==> config.mk <==
export PLATFORM = sky130hd
export DESIGN_NAME = largest_plus_cross_search
export DESIGN_NICKNAME = d
export VERILOG_FILES = /design/src/rtl/core/lpc_pkg.sv /design/src/rtl/core/largest_plus_cross_search.sv /design/src/rtl/core/lpc_ram.sv
export SDC_FILE = /design/constraint.sdc
export NUM_CORES = 1
export LEC_CHECK = 0
export ABC_CLOCK_PERIOD_IN_PS = 4800
export BUFFER_PORTS_ARGS = -buffer_cell sky130_fd_sc_hd__buf_4
export CAP_MARGIN = 40
export CORE_UTILIZATION = 58
export DETAILED_ROUTE_END_ITERATION = 10
export HOLD_SLACK_MARGIN = 0.12
export PLACE_DENSITY = 0.74
export RECOVER_POWER = 25
export SETUP_SLACK_MARGIN = 0.05
export SLEW_MARGIN = 20
export SYNTH_ARGS = -nofsm -noshare
export SYNTH_HDL_FRONTEND = slang
export SYNTH_SLANG_ARGS = --single-unit
==> constraint.sdc <==
create_clock -name clk -period 4.8 [get_ports clk]
set_input_delay 0.24 -clock clk [delete_from_list [all_inputs] [get_ports clk]]
set_output_delay 0.24 -clock clk [all_outputs]
set_load 0.01 [all_outputs]
==> src/rtl/core/lpc_pkg.sv <==
// ============================================================================
// lpc_pkg
// Shared types, step codes and the control store of the plus-cross search.
// ============================================================================
`timescale 1ns / 1ps
`default_nettype none

package lpc_pkg;

  // Field widths of the item ports
  localparam int DIM_W  = 5;
  localparam int ARM_W  = 3;
  localparam int POS_W  = 4;
  localparam logic [ARM_W-1:0] ARM_MAX = 3'd7;

  // Sequencer step codes
  localparam int STEP_W = 4;
  typedef logic [STEP_W-1:0] step_t;

  localparam step_t S_ROW   = 4'd0;  // issue read of the scan row
  localparam step_t S_LATCH = 4'd1;  // capture the scan row
  localparam step_t S_CELL  = 4'd2;  // test center cell, open arm walk
  localparam step_t S_RD    = 4'd3;  // read rows above and below at distance k
  localparam step_t S_CHK   = 4'd4;  // test the four arm cells at distance k
  localparam step_t S_CMP   = 4'd5;  // fold arm into the running best
  localparam step_t S_NEXTC = 4'd6;  // advance column
  localparam step_t S_NEXTR = 4'd7;  // advance row
  localparam step_t S_DONE  = 4'd8;  // emit result, halt

  // Jump conditions
  localparam int COND_W = 3;
  typedef logic [COND_W-1:0] cond_t;

  localparam cond_t JC_NONE     = 3'd0;  // fall through
  localparam cond_t JC_CELL_CLR = 3'd1;  // center cell is clear
  localparam cond_t JC_ARM_GO   = 3'd2;  // all four arm cells set, arm below max
  localparam cond_t JC_COL_MORE = 3'd3;  // columns remain in this row
  localparam cond_t JC_ROW_MORE = 3'd4;  // rows remain in the grid

  // One control word
  typedef struct packed {
    logic  rd_row;
    logic  ld_row;
    logic  begin_cell;
    logic  chk_arm;
    logic  cmp_best;
    logic  adv_col;
    logic  adv_row;
    logic  emit;
    logic  halt;
    cond_t jcond;
    step_t jtgt;
  } ctl_t;

  // Control store
  function automatic ctl_t lpc_ucode(step_t pc);
    ctl_t w;
    w = '0;
    unique case (pc)
      S_ROW:   w.rd_row = 1'b1;
      S_LATCH: w.ld_row = 1'b1;
      S_CELL: begin
        w.begin_cell = 1'b1;
        w.jcond      = JC_CELL_CLR;
        w.jtgt       = S_NEXTC;
      end
      S_RD:    w.rd_row = 1'b0;
      S_CHK: begin
        w.chk_arm = 1'b1;
        w.jcond   = JC_ARM_GO;
        w.jtgt    = S_RD;
      end
      S_CMP:   w.cmp_best = 1'b1;
      S_NEXTC: begin
        w.adv_col = 1'b1;
        w.jcond   = JC_COL_MORE;
        w.jtgt    = S_CELL;
      end
      S_NEXTR: begin
        w.adv_row = 1'b1;
        w.jcond   = JC_ROW_MORE;
        w.jtgt    = S_ROW;
      end
      S_DONE: begin
        w.emit = 1'b1;
        w.halt = 1'b1;
      end
      default: w.halt = 1'b1;
    endcase
    return w;
  endfunction

endpackage

`default_nettype wire

==> src/rtl/core/largest_plus_cross_search.sv <==
// ============================================================================
// largest_plus_cross_search
// Loads a square binary grid one cell per item, then searches it for the
// largest plus-shaped cross of set cells and reports its arm and center.
// ============================================================================
//
//  channel | ports                                     | handshake
//  --------+-------------------------------------------+---------------------
//  input   | in_cell_bit                               | start && !busy
//  result  | out_arm_length, out_center_row/_col       | out_valid, 1 cycle
//  config  | cfg_wdata (grid_dim)                      | cfg_we
//
//  Loading takes one cell per cycle while busy is low; the grid row is
//  written to the row RAM when its last cell arrives. The last cell starts
//  the search, and busy stays high through the result strobe. Each row reads
//  and latches its scan row; a clear cell is tested and skipped, and a set
//  cell walks its arm to the limit of 7, one arm distance per read and check
//  step through the row RAM's registered read. A done step emits the result.
//  Reset (synchronous) clears the counters, sets grid_dim to 15 and drops
//  busy. The receiver cannot stall; the result is valid for one cycle.
// ============================================================================
`timescale 1ns / 1ps
`default_nettype none

module largest_plus_cross_search #(
  parameter int MAX_DIM = 16
) (
  input  wire logic                      clk,
  input  wire logic                      rst_n,
  input  wire logic                      start,
  output logic                           busy,
  input  wire logic                      in_cell_bit,
  output logic                           out_valid,
  output logic [lpc_pkg::ARM_W-1:0]      out_arm_length,
  output logic [lpc_pkg::POS_W-1:0]      out_center_row,
  output logic [lpc_pkg::POS_W-1:0]      out_center_col,
  input  wire logic                      cfg_we,
  input  wire logic [lpc_pkg::DIM_W-1:0] cfg_wdata
);

  import lpc_pkg::*;

  localparam int IW = $clog2(MAX_DIM);      // row/column index
  localparam int DW = $clog2(MAX_DIM + 1);  // dimension value
  localparam int EW = IW + 4;               // index plus arm distance

  // Registers
  logic [DIM_W-1:0]   grid_dim_r, grid_dim_nxt;
  logic [IW-1:0]      ld_row_r, ld_row_nxt;
  logic [IW-1:0]      ld_col_r, ld_col_nxt;
  logic [MAX_DIM-1:0] row_buf_r, row_buf_nxt;
  logic               scan_r, scan_nxt;
  step_t              pc_r, pc_nxt;
  logic [IW-1:0]      sr_r, sr_nxt;
  logic [IW-1:0]      sc_r, sc_nxt;
  logic [ARM_W-1:0]   k_r, k_nxt;
  logic [ARM_W-1:0]   arm_r, arm_nxt;
  logic [MAX_DIM-1:0] cur_row_r, cur_row_nxt;
  logic [ARM_W-1:0]   best_arm_r, best_arm_nxt;
  logic [IW-1:0]      best_row_r, best_row_nxt;
  logic [IW-1:0]      best_col_r, best_col_nxt;
  logic               out_valid_r, out_valid_nxt;

  // Dimension in use and its last index
  logic [DW-1:0] dim;
  logic [IW-1:0] d_last;

  always_comb begin
    if (grid_dim_r == '0) begin
      dim = DW'(1);
    end else if (32'(grid_dim_r) > MAX_DIM) begin
      dim = DW'(MAX_DIM);
    end else begin
      dim = DW'(grid_dim_r);
    end
    d_last = IW'(dim - DW'(1));
  end

  // Row RAM
  logic               ram_we;
  logic [MAX_DIM-1:0] ram_wdata;
  logic [IW-1:0]      ra_addr, rb_addr;
  logic [MAX_DIM-1:0] ra_data, rb_data;

  lpc_ram #(
    .WIDTH (MAX_DIM),
    .DEPTH (MAX_DIM)
  ) u_ram (
    .clk     (clk),
    .we      (ram_we),
    .waddr   (ld_row_r),
    .wdata   (ram_wdata),
    .ra_addr (ra_addr),
    .ra_data (ra_data),
    .rb_addr (rb_addr),
    .rb_data (rb_data)
  );

  // Current control word
  ctl_t ctl;
  assign ctl = lpc_ucode(pc_r);

  // Arm geometry at distance k
  logic [EW-1:0] sr_e, sc_e, k_e, dim_e;
  logic [EW-1:0] up_e, dn_e, lt_e, rt_e;
  logic          up_ok, dn_ok, lt_ok, rt_ok, arm_ok;

  always_comb begin
    sr_e  = EW'(sr_r);
    sc_e  = EW'(sc_r);
    k_e   = EW'(k_r);
    dim_e = EW'(dim);
    up_e  = sr_e - k_e;
    dn_e  = sr_e + k_e;
    lt_e  = sc_e - k_e;
    rt_e  = sc_e + k_e;
    up_ok = (sr_e >= k_e) && ra_data[sc_r];
    dn_ok = (dn_e < dim_e) && rb_data[sc_r];
    lt_ok = (sc_e >= k_e) && cur_row_r[IW'(lt_e)];
    rt_ok = (rt_e < dim_e) && cur_row_r[IW'(rt_e)];
    arm_ok = up_ok && dn_ok && lt_ok && rt_ok;
  end

  assign ra_addr = ctl.rd_row ? sr_r : IW'(up_e);
  assign rb_addr = IW'(dn_e);

  // Jump decision
  logic col_more, row_more, jump;

  assign col_more = (sc_r != d_last);
  assign row_more = (sr_r != d_last);

  always_comb begin
    unique case (ctl.jcond)
      JC_NONE:     jump = 1'b0;
      JC_CELL_CLR: jump = !cur_row_r[sc_r];
      JC_ARM_GO:   jump = arm_ok && (k_r != ARM_MAX);
      JC_COL_MORE: jump = col_more;
      JC_ROW_MORE: jump = row_more;
      default:     jump = 1'b0;
    endcase
  end

  // Load path and sequencer datapath
  logic in_acc;
  assign in_acc = start && !busy;

  always_comb begin
    grid_dim_nxt  = grid_dim_r;
    ld_row_nxt    = ld_row_r;
    ld_col_nxt    = ld_col_r;
    row_buf_nxt   = row_buf_r;
    scan_nxt      = scan_r;
    pc_nxt        = pc_r;
    sr_nxt        = sr_r;
    sc_nxt        = sc_r;
    k_nxt         = k_r;
    arm_nxt       = arm_r;
    cur_row_nxt   = cur_row_r;
    best_arm_nxt  = best_arm_r;
    best_row_nxt  = best_row_r;
    best_col_nxt  = best_col_r;
    out_valid_nxt = 1'b0;
    ram_we        = 1'b0;
    ram_wdata     = row_buf_r;
    ram_wdata[ld_col_r] = in_cell_bit;

    // Take one cell; write the row when it closes, start the search on the last
    if (in_acc) begin
      row_buf_nxt[ld_col_r] = in_cell_bit;
      if (ld_col_r == d_last) begin
        ram_we     = 1'b1;
        ld_col_nxt = '0;
        if (ld_row_r == d_last) begin
          ld_row_nxt   = '0;
          scan_nxt     = 1'b1;
          pc_nxt       = S_ROW;
          sr_nxt       = '0;
          sc_nxt       = '0;
          best_arm_nxt = '0;
          best_row_nxt = '0;
          best_col_nxt = '0;
        end else begin
          ld_row_nxt = ld_row_r + IW'(1);
        end
      end else begin
        ld_col_nxt = ld_col_r + IW'(1);
      end
    end

    // Run one step of the search program
    if (scan_r) begin
      pc_nxt = jump ? ctl.jtgt : pc_r + STEP_W'(1);
      if (ctl.ld_row) begin
        cur_row_nxt = ra_data;
      end
      if (ctl.begin_cell) begin
        k_nxt   = ARM_W'(1);
        arm_nxt = '0;
      end
      if (ctl.chk_arm && arm_ok) begin
        arm_nxt = k_r;
        if (k_r != ARM_MAX) begin
          k_nxt = k_r + ARM_W'(1);
        end
      end
      if (ctl.cmp_best && (arm_r > best_arm_r)) begin
        best_arm_nxt = arm_r;
        best_row_nxt = sr_r;
        best_col_nxt = sc_r;
      end
      if (ctl.adv_col) begin
        sc_nxt = col_more ? sc_r + IW'(1) : '0;
      end
      if (ctl.adv_row && row_more) begin
        sr_nxt = sr_r + IW'(1);
      end
      if (ctl.emit) begin
        out_valid_nxt = 1'b1;
      end
      if (ctl.halt) begin
        scan_nxt = 1'b0;
      end
    end

    // Dimension write restarts the load
    if (cfg_we) begin
      grid_dim_nxt = cfg_wdata;
      ld_row_nxt   = '0;
      ld_col_nxt   = '0;
    end
  end

  // Control state
  always_ff @(posedge clk) begin
    if (!rst_n) begin
      grid_dim_r  <= DIM_W'(15);
      ld_row_r    <= '0;
      ld_col_r    <= '0;
      scan_r      <= 1'b0;
      pc_r        <= S_ROW;
      out_valid_r <= 1'b0;
      best_arm_r  <= '0;
      best_row_r  <= '0;
      best_col_r  <= '0;
    end else begin
      grid_dim_r  <= grid_dim_nxt;
      ld_row_r    <= ld_row_nxt;
      ld_col_r    <= ld_col_nxt;
      scan_r      <= scan_nxt;
      pc_r        <= pc_nxt;
      out_valid_r <= out_valid_nxt;
      best_arm_r  <= best_arm_nxt;
      best_row_r  <= best_row_nxt;
      best_col_r  <= best_col_nxt;
    end
  end

  // Datapath
  always_ff @(posedge clk) begin
    row_buf_r <= row_buf_nxt;
    sr_r      <= sr_nxt;
    sc_r      <= sc_nxt;
    k_r       <= k_nxt;
    arm_r     <= arm_nxt;
    cur_row_r <= cur_row_nxt;
  end

  // Outputs; hold busy through the result strobe
  assign busy           = scan_r || out_valid_r;
  assign out_valid      = out_valid_r;
  assign out_arm_length = best_arm_r;
  assign out_center_row = POS_W'(best_row_r);
  assign out_center_col = POS_W'(best_col_r);

endmodule

`default_nettype wire

==> src/rtl/core/lpc_ram.sv <==
// ============================================================================
// lpc_ram
// Generic RAM: one write port, two read ports with registered read data.
// ============================================================================
`timescale 1ns / 1ps
`default_nettype none

module lpc_ram #(
  parameter int WIDTH = 16,
  parameter int DEPTH = 16
) (
  input  wire logic                     clk,
  input  wire logic                     we,
  input  wire logic [$clog2(DEPTH)-1:0] waddr,
  input  wire logic [WIDTH-1:0]         wdata,
  input  wire logic [$clog2(DEPTH)-1:0] ra_addr,
  output logic      [WIDTH-1:0]         ra_data,
  input  wire logic [$clog2(DEPTH)-1:0] rb_addr,
  output logic      [WIDTH-1:0]         rb_data
);

  logic [WIDTH-1:0] mem [DEPTH];

  // Write, then register both reads
  always_ff @(posedge clk) begin
    if (we) begin
      mem[waddr] <= wdata;
    end
    ra_data <= mem[ra_addr];
    rb_data <= mem[rb_addr];
  end

endmodule

`default_nettype wire

Word-level counts from Yosys, hierarchy flattened:

Memories as Yosys holds them, arrays and structs flattened. A register that Yosys moved wholly into a read port is not among the register bits.
Index checks and enable logic that the tools add are counted.

* flip-flop bits (word level): 76
* logic and storage cells: 159
* memories kept: 1
* bits in writable memories: 256
* bits in latches: 0
* ROM bits: 0

Memories
* u_ram.mem: words 16, bits a word 16, read ports 2, clocked after memory_dff 2, wr ports 1, RTL line lpc_ram.sv:22 `logic [WIDTH-1:0] mem [DEPTH];`

* equality and inequality tests: 17
* multiplexer cells: 74
* shifts and indexed selects: 0
* order comparisons: 11
* reduce and logical (&&, ||, !) cells: 29
* div/mod/pow operators: 0
* $add $sub $neg: 11
* $mul: 0
* bitwise operators: 1

Operator list (count)
* two-way mux 4 bit: 29
* two-way mux 3 bit: 10
* one-hot mux 7 bit (4 select lines): 1
* two-way mux 1 bit: 24
* adder 4 x 1 -> 4 bit (second input constant): 5
* binary-select mux 1 bit (select 4 bit): 5
* less-than comparator 4 x 5 -> 1 bit (second input constant): 4
* bitwise mux 16 bit: 1
* == test 4 x 3 -> 1 bit (second input constant): 4
* logical AND 1 bit: 13
* adder 4 x 3 -> 5 bit: 2
* less-than comparator 5 bit: 2
* two-way mux 5 bit: 2
* == test 4 x 2 -> 1 bit (second input constant): 2
* == test 4 bit: 2
* greater-or-equal comparator 4 x 3 -> 1 bit: 2
* inequality test 4 bit: 2
* AND reduction 2 bit: 4
* nonzero test 2 bit: 4
* OR reduction 8 bit: 1
* subtractor 4 x 3 -> 4 bit: 2
* == test 3 x 2 -> 1 bit (second input constant): 2
* greater-than comparator 5 bit (second input constant): 1
* zero test 5 bit: 1
* 17 further kinds: 18

Depth between registers and ports, before layout:

Gate-level depths: netlist of run 1.

* depth after elaboration: 12
* gate-level depth with buffers: 18

By module:

From an unflattened synthesis of run 1, not the netlist that was laid out.

* cell total of the unflattened synthesis: 1092
* area, all modules: 17421.7 um^2

By module, submodules not included
* lpc_ram: cells an instance 585, area each 12335.6 um^2, sequential area each 8328.0 um^2, times used 1
* largest_plus_cross_search: cells an instance 507, area each 5086.1 um^2, sequential area each 1901.8 um^2, times used 1

Worst setup path before layout of run 1:

OpenSTA, ideal clock, no wires.

* path type: register to register
* start: register out_valid_r, in the netlist out_valid
* end: memory u_ram.mem[3][0], enable pin
* setup time: 0.409 ns
* path buffers: 1
* data arrival time: 3.593 ns
* setup slack: 0.798 ns
* stages on the path, launching flop included: 7
* clock period less this slack: 4.002 ns
* required time: 4.391 ns
* path through: dfxtp_1 > or2_2 > nor2_1 > and4_1 > clkbuf_1 > nand2_1 > nor3_1

* word-level cells in the longest chain between the ends: 6

Ends and longest elaborated chain
* from (decl): RTL line largest_plus_cross_search.sv:62 `logic out_valid_r, out_valid_nxt;`
* from (signal assigned): RTL line largest_plus_cross_search.sv:252 `out_valid_r <= out_valid_nxt;`
* logical OR 1 bit: RTL line largest_plus_cross_search.sv:270 `assign busy = scan_r || out_valid_r;`
* named net busy: RTL line largest_plus_cross_search.sv:31 `output logic busy,`
* zero test 1 bit: RTL line largest_plus_cross_search.sv:146 `assign in_acc = start && !busy;`
* logical AND 1 bit: RTL line largest_plus_cross_search.sv:146
* named net in_acc: RTL line largest_plus_cross_search.sv:145 `logic in_acc;`
* two-way mux 1 bit: RTL line largest_plus_cross_search.sv:169 `if (in_acc) begin`
* two-way mux 1 bit: RTL line lpc_ram.sv:26 `if (we) begin`
* two-way mux 1 bit (not written as such): RTL line lpc_ram.sv:27 `mem[waddr] <= wdata;`
* to (decl): RTL line lpc_ram.sv:22

The timed path passes the listed nets, and every way through them passes these cells.

Final worst setup path of run 1:

* start: register k_r[1]
* end: register arm_r[2], enable pin

* word-level cells in the longest chain between the ends: 9
* elaborated cells on any way between the ends: 21
* those cells by class: 3 x add/sub; 4 x order compare; 4 x mux; 10 x reduce/logical

Ends and longest elaborated chain
* from (decl): RTL line largest_plus_cross_search.sv:56 `logic [ARM_W-1:0] k_r, k_nxt;`
* from (signal assigned): RTL line largest_plus_cross_search.sv:264 `k_r <= k_nxt;`
* subtractor 4 x 3 -> 4 bit or adder 4 x 3 -> 5 bit (tied branches): RTL line largest_plus_cross_search.sv:115, largest_plus_cross_search.sv:114
* binary-select mux 1 bit (select 4 bit) or less-than comparator 5 bit (tied branches): RTL line largest_plus_cross_search.sv:119, largest_plus_cross_search.sv:118
* two-way mux 1 bit (not written as such) or logical AND 1 bit (tied branches): RTL line largest_plus_cross_search.sv:119, largest_plus_cross_search.sv:118
* logical AND 1 bit, on equally long branches: RTL line largest_plus_cross_search.sv:119, largest_plus_cross_search.sv:121
* logical AND 1 bit: RTL line largest_plus_cross_search.sv:121 `arm_ok = up_ok && dn_ok && lt_ok && rt_ok;`
* logical AND 1 bit (*): RTL line largest_plus_cross_search.sv:121
* logical AND 1 bit (*): RTL line largest_plus_cross_search.sv:201 `if (ctl.chk_arm && arm_ok) begin`
* nonzero test 2 bit (no source line) (*)
* AND reduction 2 bit (no source line) (*)
* to (signal assigned): RTL line largest_plus_cross_search.sv:265 `arm_r <= arm_nxt;`
* to (decl): RTL line largest_plus_cross_search.sv:57 `logic [ARM_W-1:0] arm_r, arm_nxt;`

Every way passes the cells marked *; elsewhere a longest branch is shown, timed or not. The select of a mux whose other input is x is not followed.
A chain may end at the register's enable or synchronous reset.

==> flow_summary.toml, run 1 <==
[status]
run_status = "complete, no violations"

[route]
routed-via-count = 10640
final_ant_viol_nets = 0
drt_pre_antenna_iters = 5
wl_mm = 42.48
via_per_inst = 6.661
drtIter0Drc = 1040
route.detailed.drc = 0
routed_wire_length_per_instance_um = 26.60

[synth]
synth-async-reset-ratio = 0
netlist-cell-type-count = 63
mappedNetlistArea_um2 = 17510
postSynthAreaPerCell_um2 = 15.50
netlist_instances = 1130
synth_enable_flop_cells = 294
synth_sequential_area_ratio = 0.5842
ys_seq_elements = 364
synth_area_leader_cell = "edfxtp_1"
netlist_top_cells_area = "edfxtp_1, mux4_2, dfxtp_1, ha_1, mux2i_1"
netlist.area_leader.share = 0.5041
synthesis.nets = 1182
synth_warnings = 0
top_flip_flop_cell_by_instance_count_after_synthesis = "edfxtp_1"

[timing]
final.setup_skew_ps = 11.67
fmax_mhz = 237.7
grt_setup_unrepaired = "no"
setup_viol = 0
slew_viol_final = 0
max_slew_margin = 0.02625
period_minus_slack_ps = 4206
tightest_slew_ps = 1461
period_share = 0.8763
setup_total_negative_slack_ps = 0
timing.final.hold_violations = 0

[finish]
layout-drive-gt1-share = 0.2361
post_route_non_filler_standard_cell_count = 1597
most-common-layout-cells = "edfxtp_1, mux4_2, dfxtp_1"
most_common_cell_after_layout_fill_and_taps_aside = "edfxtp_1"
area.growth.synth_to_final_pct = 12.73
diodes = 0
layout.nets = 1229

[power_and_ir_drop]
share_seq_of_total_power = 0.517
power.density_cell_area_nw_per_um2 = 338.8
power_frac_comb = 0.044
internal_power_w = 0.005276
power_switching_share = 0.2111
share_clk_of_total_power = 0.439
switchingPower_w = 0.001412
total_leakage_power_nw = 6.526
irDropWorstVdd_v = 0.0003355

[floorplan]
die_area_um2 = 30890
dieWidth_um = 175.8
die_height_um = 175.8
initial_core_util = 0.5908
floorplan.rows = 63
floorplan.core_area_um2 = 29640
floorplan.io_pins = 23

[job]
maxCapViolCount = 0

[placed_design]
placed_cells = 1510
dpl.hpwl_mm = 26.14
numPortBuffers = 22
place_congestion = 0.8976

[clock_tree]
tritoncts = "built"
ctsLongestPathBuffers = 3
tritoncts.num_buffers = 38
insertion_delay_ps = 540
h-tree-depth = 2
cts_root_buffer = "clkbuf_16"
post_cts.repair.setup_buffers = 0
cts_hold_repair.buffers = 16
cts.reportedPaths.clkPinSlew_ps = 60
cts.sink_count = 364
cts.repair.resized = 0

[critical_path]
critical_path_required_ps = 5020
cp_class = "flop to flop"
critPathLaunch = "k_r[1]"
crit_path_start_kind = "flop"
critical_path.endpoint_type = "flop"
worst_r2r_startpoint = "k_r[1]"
worstPathArrival_ps = 4430
critical_path.max_fanout = 8

[global_routing]
grt_util_all_layers = 0.2881
overflow = 0
initial_antenna_violation_count = 0
number_of_global_route_vias_before_repair = 10830
grt_first_pass_wirelength_mm = 65.32
grt_start_max_net_pins = 46

[hold_path]
hold_path_startpoint = "cfg_we"
holdCritPathClass = "input pin to flop"
[state kept, by name, indices dropped and copies added, names as in the netlist, 5 cells and up]
name,flops
u_ram.ra_data,16
row_buf_r,16
cur_row_r,16
u_ram.mem,256
grid_dim_r,5
u_ram.rb_data,16
[stage by stage]
stage            util  hold slack [ps]  power (W)  area [um^2]  setup WS [ps]
2_1_floorplan       -            368.6   0.003716        17510          798.1
3_3_place_gp   0.6177            405.2   0.003795        18310          761.5
3_5_place_dp   0.6193            418.6   0.003803        18360          660.3
4_1_cts        0.6676            204.0   0.006728        19790          617.0
5_1_grt        0.6661            257.5   0.006864        19740          337.1
6_report       0.6661            239.1   0.006687        19740          593.6
[synth_stat cells (3+ instances only)]
library cell  number
o211ai_1           5
fa_1               4
a31oi_1            4
nor2b_1           47
nand4_1            6
nor2_1            39
o21a_1             5
dfxtp_1           70
xor2_1             9
xnor2_1           17
o31ai_1            3
buf_2             15
mux2_2            17
or3_1              5
nor3b_1            4
nor4_1             4
buf_1              3
inv_1             28
nand2b_1          11
clkbuf_1          41
a21oi_1           42
a211oi_1          36
nand3b_1           6
mux2i_1           44
and2_1             7
mux4_2           137
o21ai_0           20
nand2_1           65
ha_1              38
a21o_1             4
edfxtp_1         294
nor3_1            10
a21boi_0          13
buf_4              7
nand3_1           33
[worst max-delay path, stage by stage (launching register included)]
cell and delay [ps]:
edfxtp_1 550, inv_1 200, ha_1 350, nand2b_1 110, a21oi_1 100, or3_1 350
and2_1 190, ha_1 190, a22o_1 170, nor4_1 260, o2111ai_1 170, nor4_1 300
nand2_1 150, nor4_1 480, a21oi_1 90, nor2b_1 250
[metal layers]
layer,vias to the layer above,track usage,share of wire
li1,4560,-,-
met1,5446,0.3825,0.39
met2,510,0.4705,0.49
met3,122,0.04372,0.076
met4,0,0.1362,0.050
met5,-,0,0
[cell type report]
class | instances | area, um^2
Clock buffer | 53 | 1087
Multi-Input combinational cell | 671 | 7022
Fill cell | 2036 | 9897
Timing Repair Buffer | 74 | 625.6
Inverter | 28 | 105.1
Sequential cell | 364 | 10230
Tap cell | 390 | 488.0
Clock inverter | 17 | 183.9
[path summary, 6_finish.rpt]
check | endpoint | slack, ps | cells after the start
setup / recovery | arm_r[2] | 590 | 15
hold / removal | ld_col_r[1] | 240 | 3
setup reg to reg | arm_r[2] | 590 | 15
hold reg to reg | cur_row_r[3] | 420 | 0
[logic make-up after synthesis]
| logic type | synth area share |
|---|---|
| multiplexers | 0.2131 |
| adder cells (fa/ha/maj) | 0.03172 |
| AO/OA/AOI/OAI | 0.05730 |
| XOR/XNOR | 0.01650 |
| flip-flops | 0.5842 |
| AND/OR/NAND/NOR | 0.07388 |
| buffers and inverters | 0.02336 |
[power by group through the flow]
stage	registers [W]	clock network [W]	logic, W
floorplan	0.00351	0	0.000201
global placement	0.00352	0	0.000271
detailed placement	0.00353	0	0.000278
CTS	0.00346	0.00298	0.000291
global route	0.00346	0.00309	0.000315
finish	0.00346	0.00294	0.000291
Power figures use the tool's default switching activity.
==> inputs of run 2 (changes only) <==
Settings changed: CORE_UTILIZATION 58 to 50, PLACE_DENSITY 0.74 to 0.66, SKIP_LAST_GASP set to 1.
==> flow_summary.toml, run 2 (synthesis results as in run 1) <==
[timing]
period_share = 0.8743
setup_viol = 0
grt_setup_unrepaired = "no"
timing.final.hold_violations = 0
fmax_mhz = 238.3
period_minus_slack_ps = 4196
post-route-worst-setup-slack_ps = 603.6
final.setup_skew_ps = 16.26
tightest_slew_ps = 1340
slew_viol_final = 0
setup_total_negative_slack_ps = 0
max_slew_margin = 0.1070

[critical_path]
worstPathArrival_ps = 4430
critical_path.max_fanout = 22
worstRegToRegCells = 7
critical_path.endpoint_type = "flop"
critical_path_required_ps = 5030
critPathLaunch = "scan_r"
crit_path_start_kind = "flop"
cp_class = "flop to flop"
worst_r2r_startpoint = "scan_r"

[floorplan]
die_area_um2 = 35780
dieWidth_um = 189.1
floorplan.core_area_um2 = 34540
floorplan.io_pins = 23
initial_core_util = 0.5070
die_height_um = 189.1
floorplan.rows = 68

[finish]
diodes = 0
area.growth.synth_to_final_pct = 13.31
most_common_cell_after_layout_fill_and_taps_aside = "edfxtp_1"
largest_register = "u_ram.mem"
layout-drive-gt1-share = 0.2337
most-common-layout-cells = "edfxtp_1, mux4_2, dfxtp_1"
layout.nets = 1234
max_reg_flops = 256

[route]
wl_mm = 42.39
route.detailed.drc = 0
via_per_inst = 6.235
drt_pre_antenna_iters = 7
drtIter0Drc = 1077
final_ant_viol_nets = 0
routed_wire_length_per_instance_um = 25.45
routed-via-count = 10390

[clock_tree]
insertion_delay_ps = 540
cts_root_buffer = "clkbuf_16"
h-tree-depth = 2
tritoncts.num_buffers = 39
cts.reportedPaths.clkPinSlew_ps = 60
ctsLongestPathBuffers = 3
tritoncts = "built"
cts.repair.resized = 0
cts.sink_count = 364

[hold_path]
timing.hold.worst_path_depth = 3
hold_path_startpoint = "cfg_we"
holdCritPathClass = "input pin to flop"

[global_routing]
grt_first_pass_wirelength_mm = 65.47
initial_antenna_violation_count = 0
overflow = 0
grt_util_all_layers = 0.2454
number_of_global_route_vias_before_repair = 10440
grt_start_max_net_pins = 45

[placed_design]
numPortBuffers = 22
dp_slack_ps = 727.2
dpl.hpwl_mm = 27.56
place_congestion = 0.8831

[power_and_ir_drop]
irDropWorstVdd_v = 0.0003767
power.density_cell_area_nw_per_um2 = 337.0
total_leakage_power_nw = 6.540

[job]
maxCapViolCount = 0

[status]
run_status = "complete, no violations"
run 2: cell types whose count changed in the layout (fill, tap and decap cells not counted), sizes merged:
cell | before | now
buf | 43 | 49
clkinv | 10 | 12
inv | 31 | 29
clkbuf | 68 | 67
clkinvlp | 2 | 1
run 2: power by group:
part / internal [W] / switching [W]
sequential: 0.00344 / 0.0000191
combinational: 0.000124 / 0.000171
clock: 0.00173 / 0.00121
total: 0.00529 / 0.00140
run 2: critical path, cell delays in order (launching register included):
cell and delay (ps):
dfxtp_1 480, or2_2 420, nor2_1 110, clkbuf_1 980
and4_1 650, nand2_1 280, nor2_2 640, buf_4 310
run 2: final timing paths:
check	slack, ps	endpoint
max	600	u_ram.mem[15][12]
min	260	ld_col_r[1]
max reg2reg	600	u_ram.mem[15][12]
min reg2reg	440	cur_row_r[3]
run 2: area by class of cell:
| class | instances | area (um^2) |
|---|---|---|
| Tap cell | 455 | 569.3 |
| Clock inverter | 16 | 138.9 |
| Multi-Input combinational cell | 671 | 7019 |
| Clock buffer | 54 | 1109 |
| Sequential cell | 364 | 10230 |
| Timing Repair Buffer | 78 | 671.9 |
| Fill cell | 2731 | 14700 |
| Inverter | 28 | 105.1 |
run 2: through the flow:
step                        util  instances  cell area, um^2  hold slack (ps)  total power [W]
after floorplan                -       1130            17510            368.6         0.003716
after global placement    0.5338       1578            18440            418.5         0.003803
after detailed placement  0.5338       1578            18440            430.0         0.003807
after CTS                 0.5745       1664            19850            247.3         0.006723
after global routing      0.5744       1666            19840            272.4         0.006865
final                     0.5744       1666            19840            258.8         0.006688
run 2: layer usage:
| layer | up-vias | GRT usage | routed length, um |
|---|---|---|---|
| met3 | 46 | 0.03355 | 2517 |
| met5 | - | 0 | 0 |
| li1 | 4579 | - | - |
| met1 | 5412 | 0.3436 | 17790 |
| met4 | 0 | 0.05273 | 593 |
| met2 | 351 | 0.4116 | 21490 |
run 2: timing repair:
action / in CTS / in global routing
hold buffers: 16 / 0
endpoints found under the hold margin: 17 / 0
setup buffers: 0 / 0
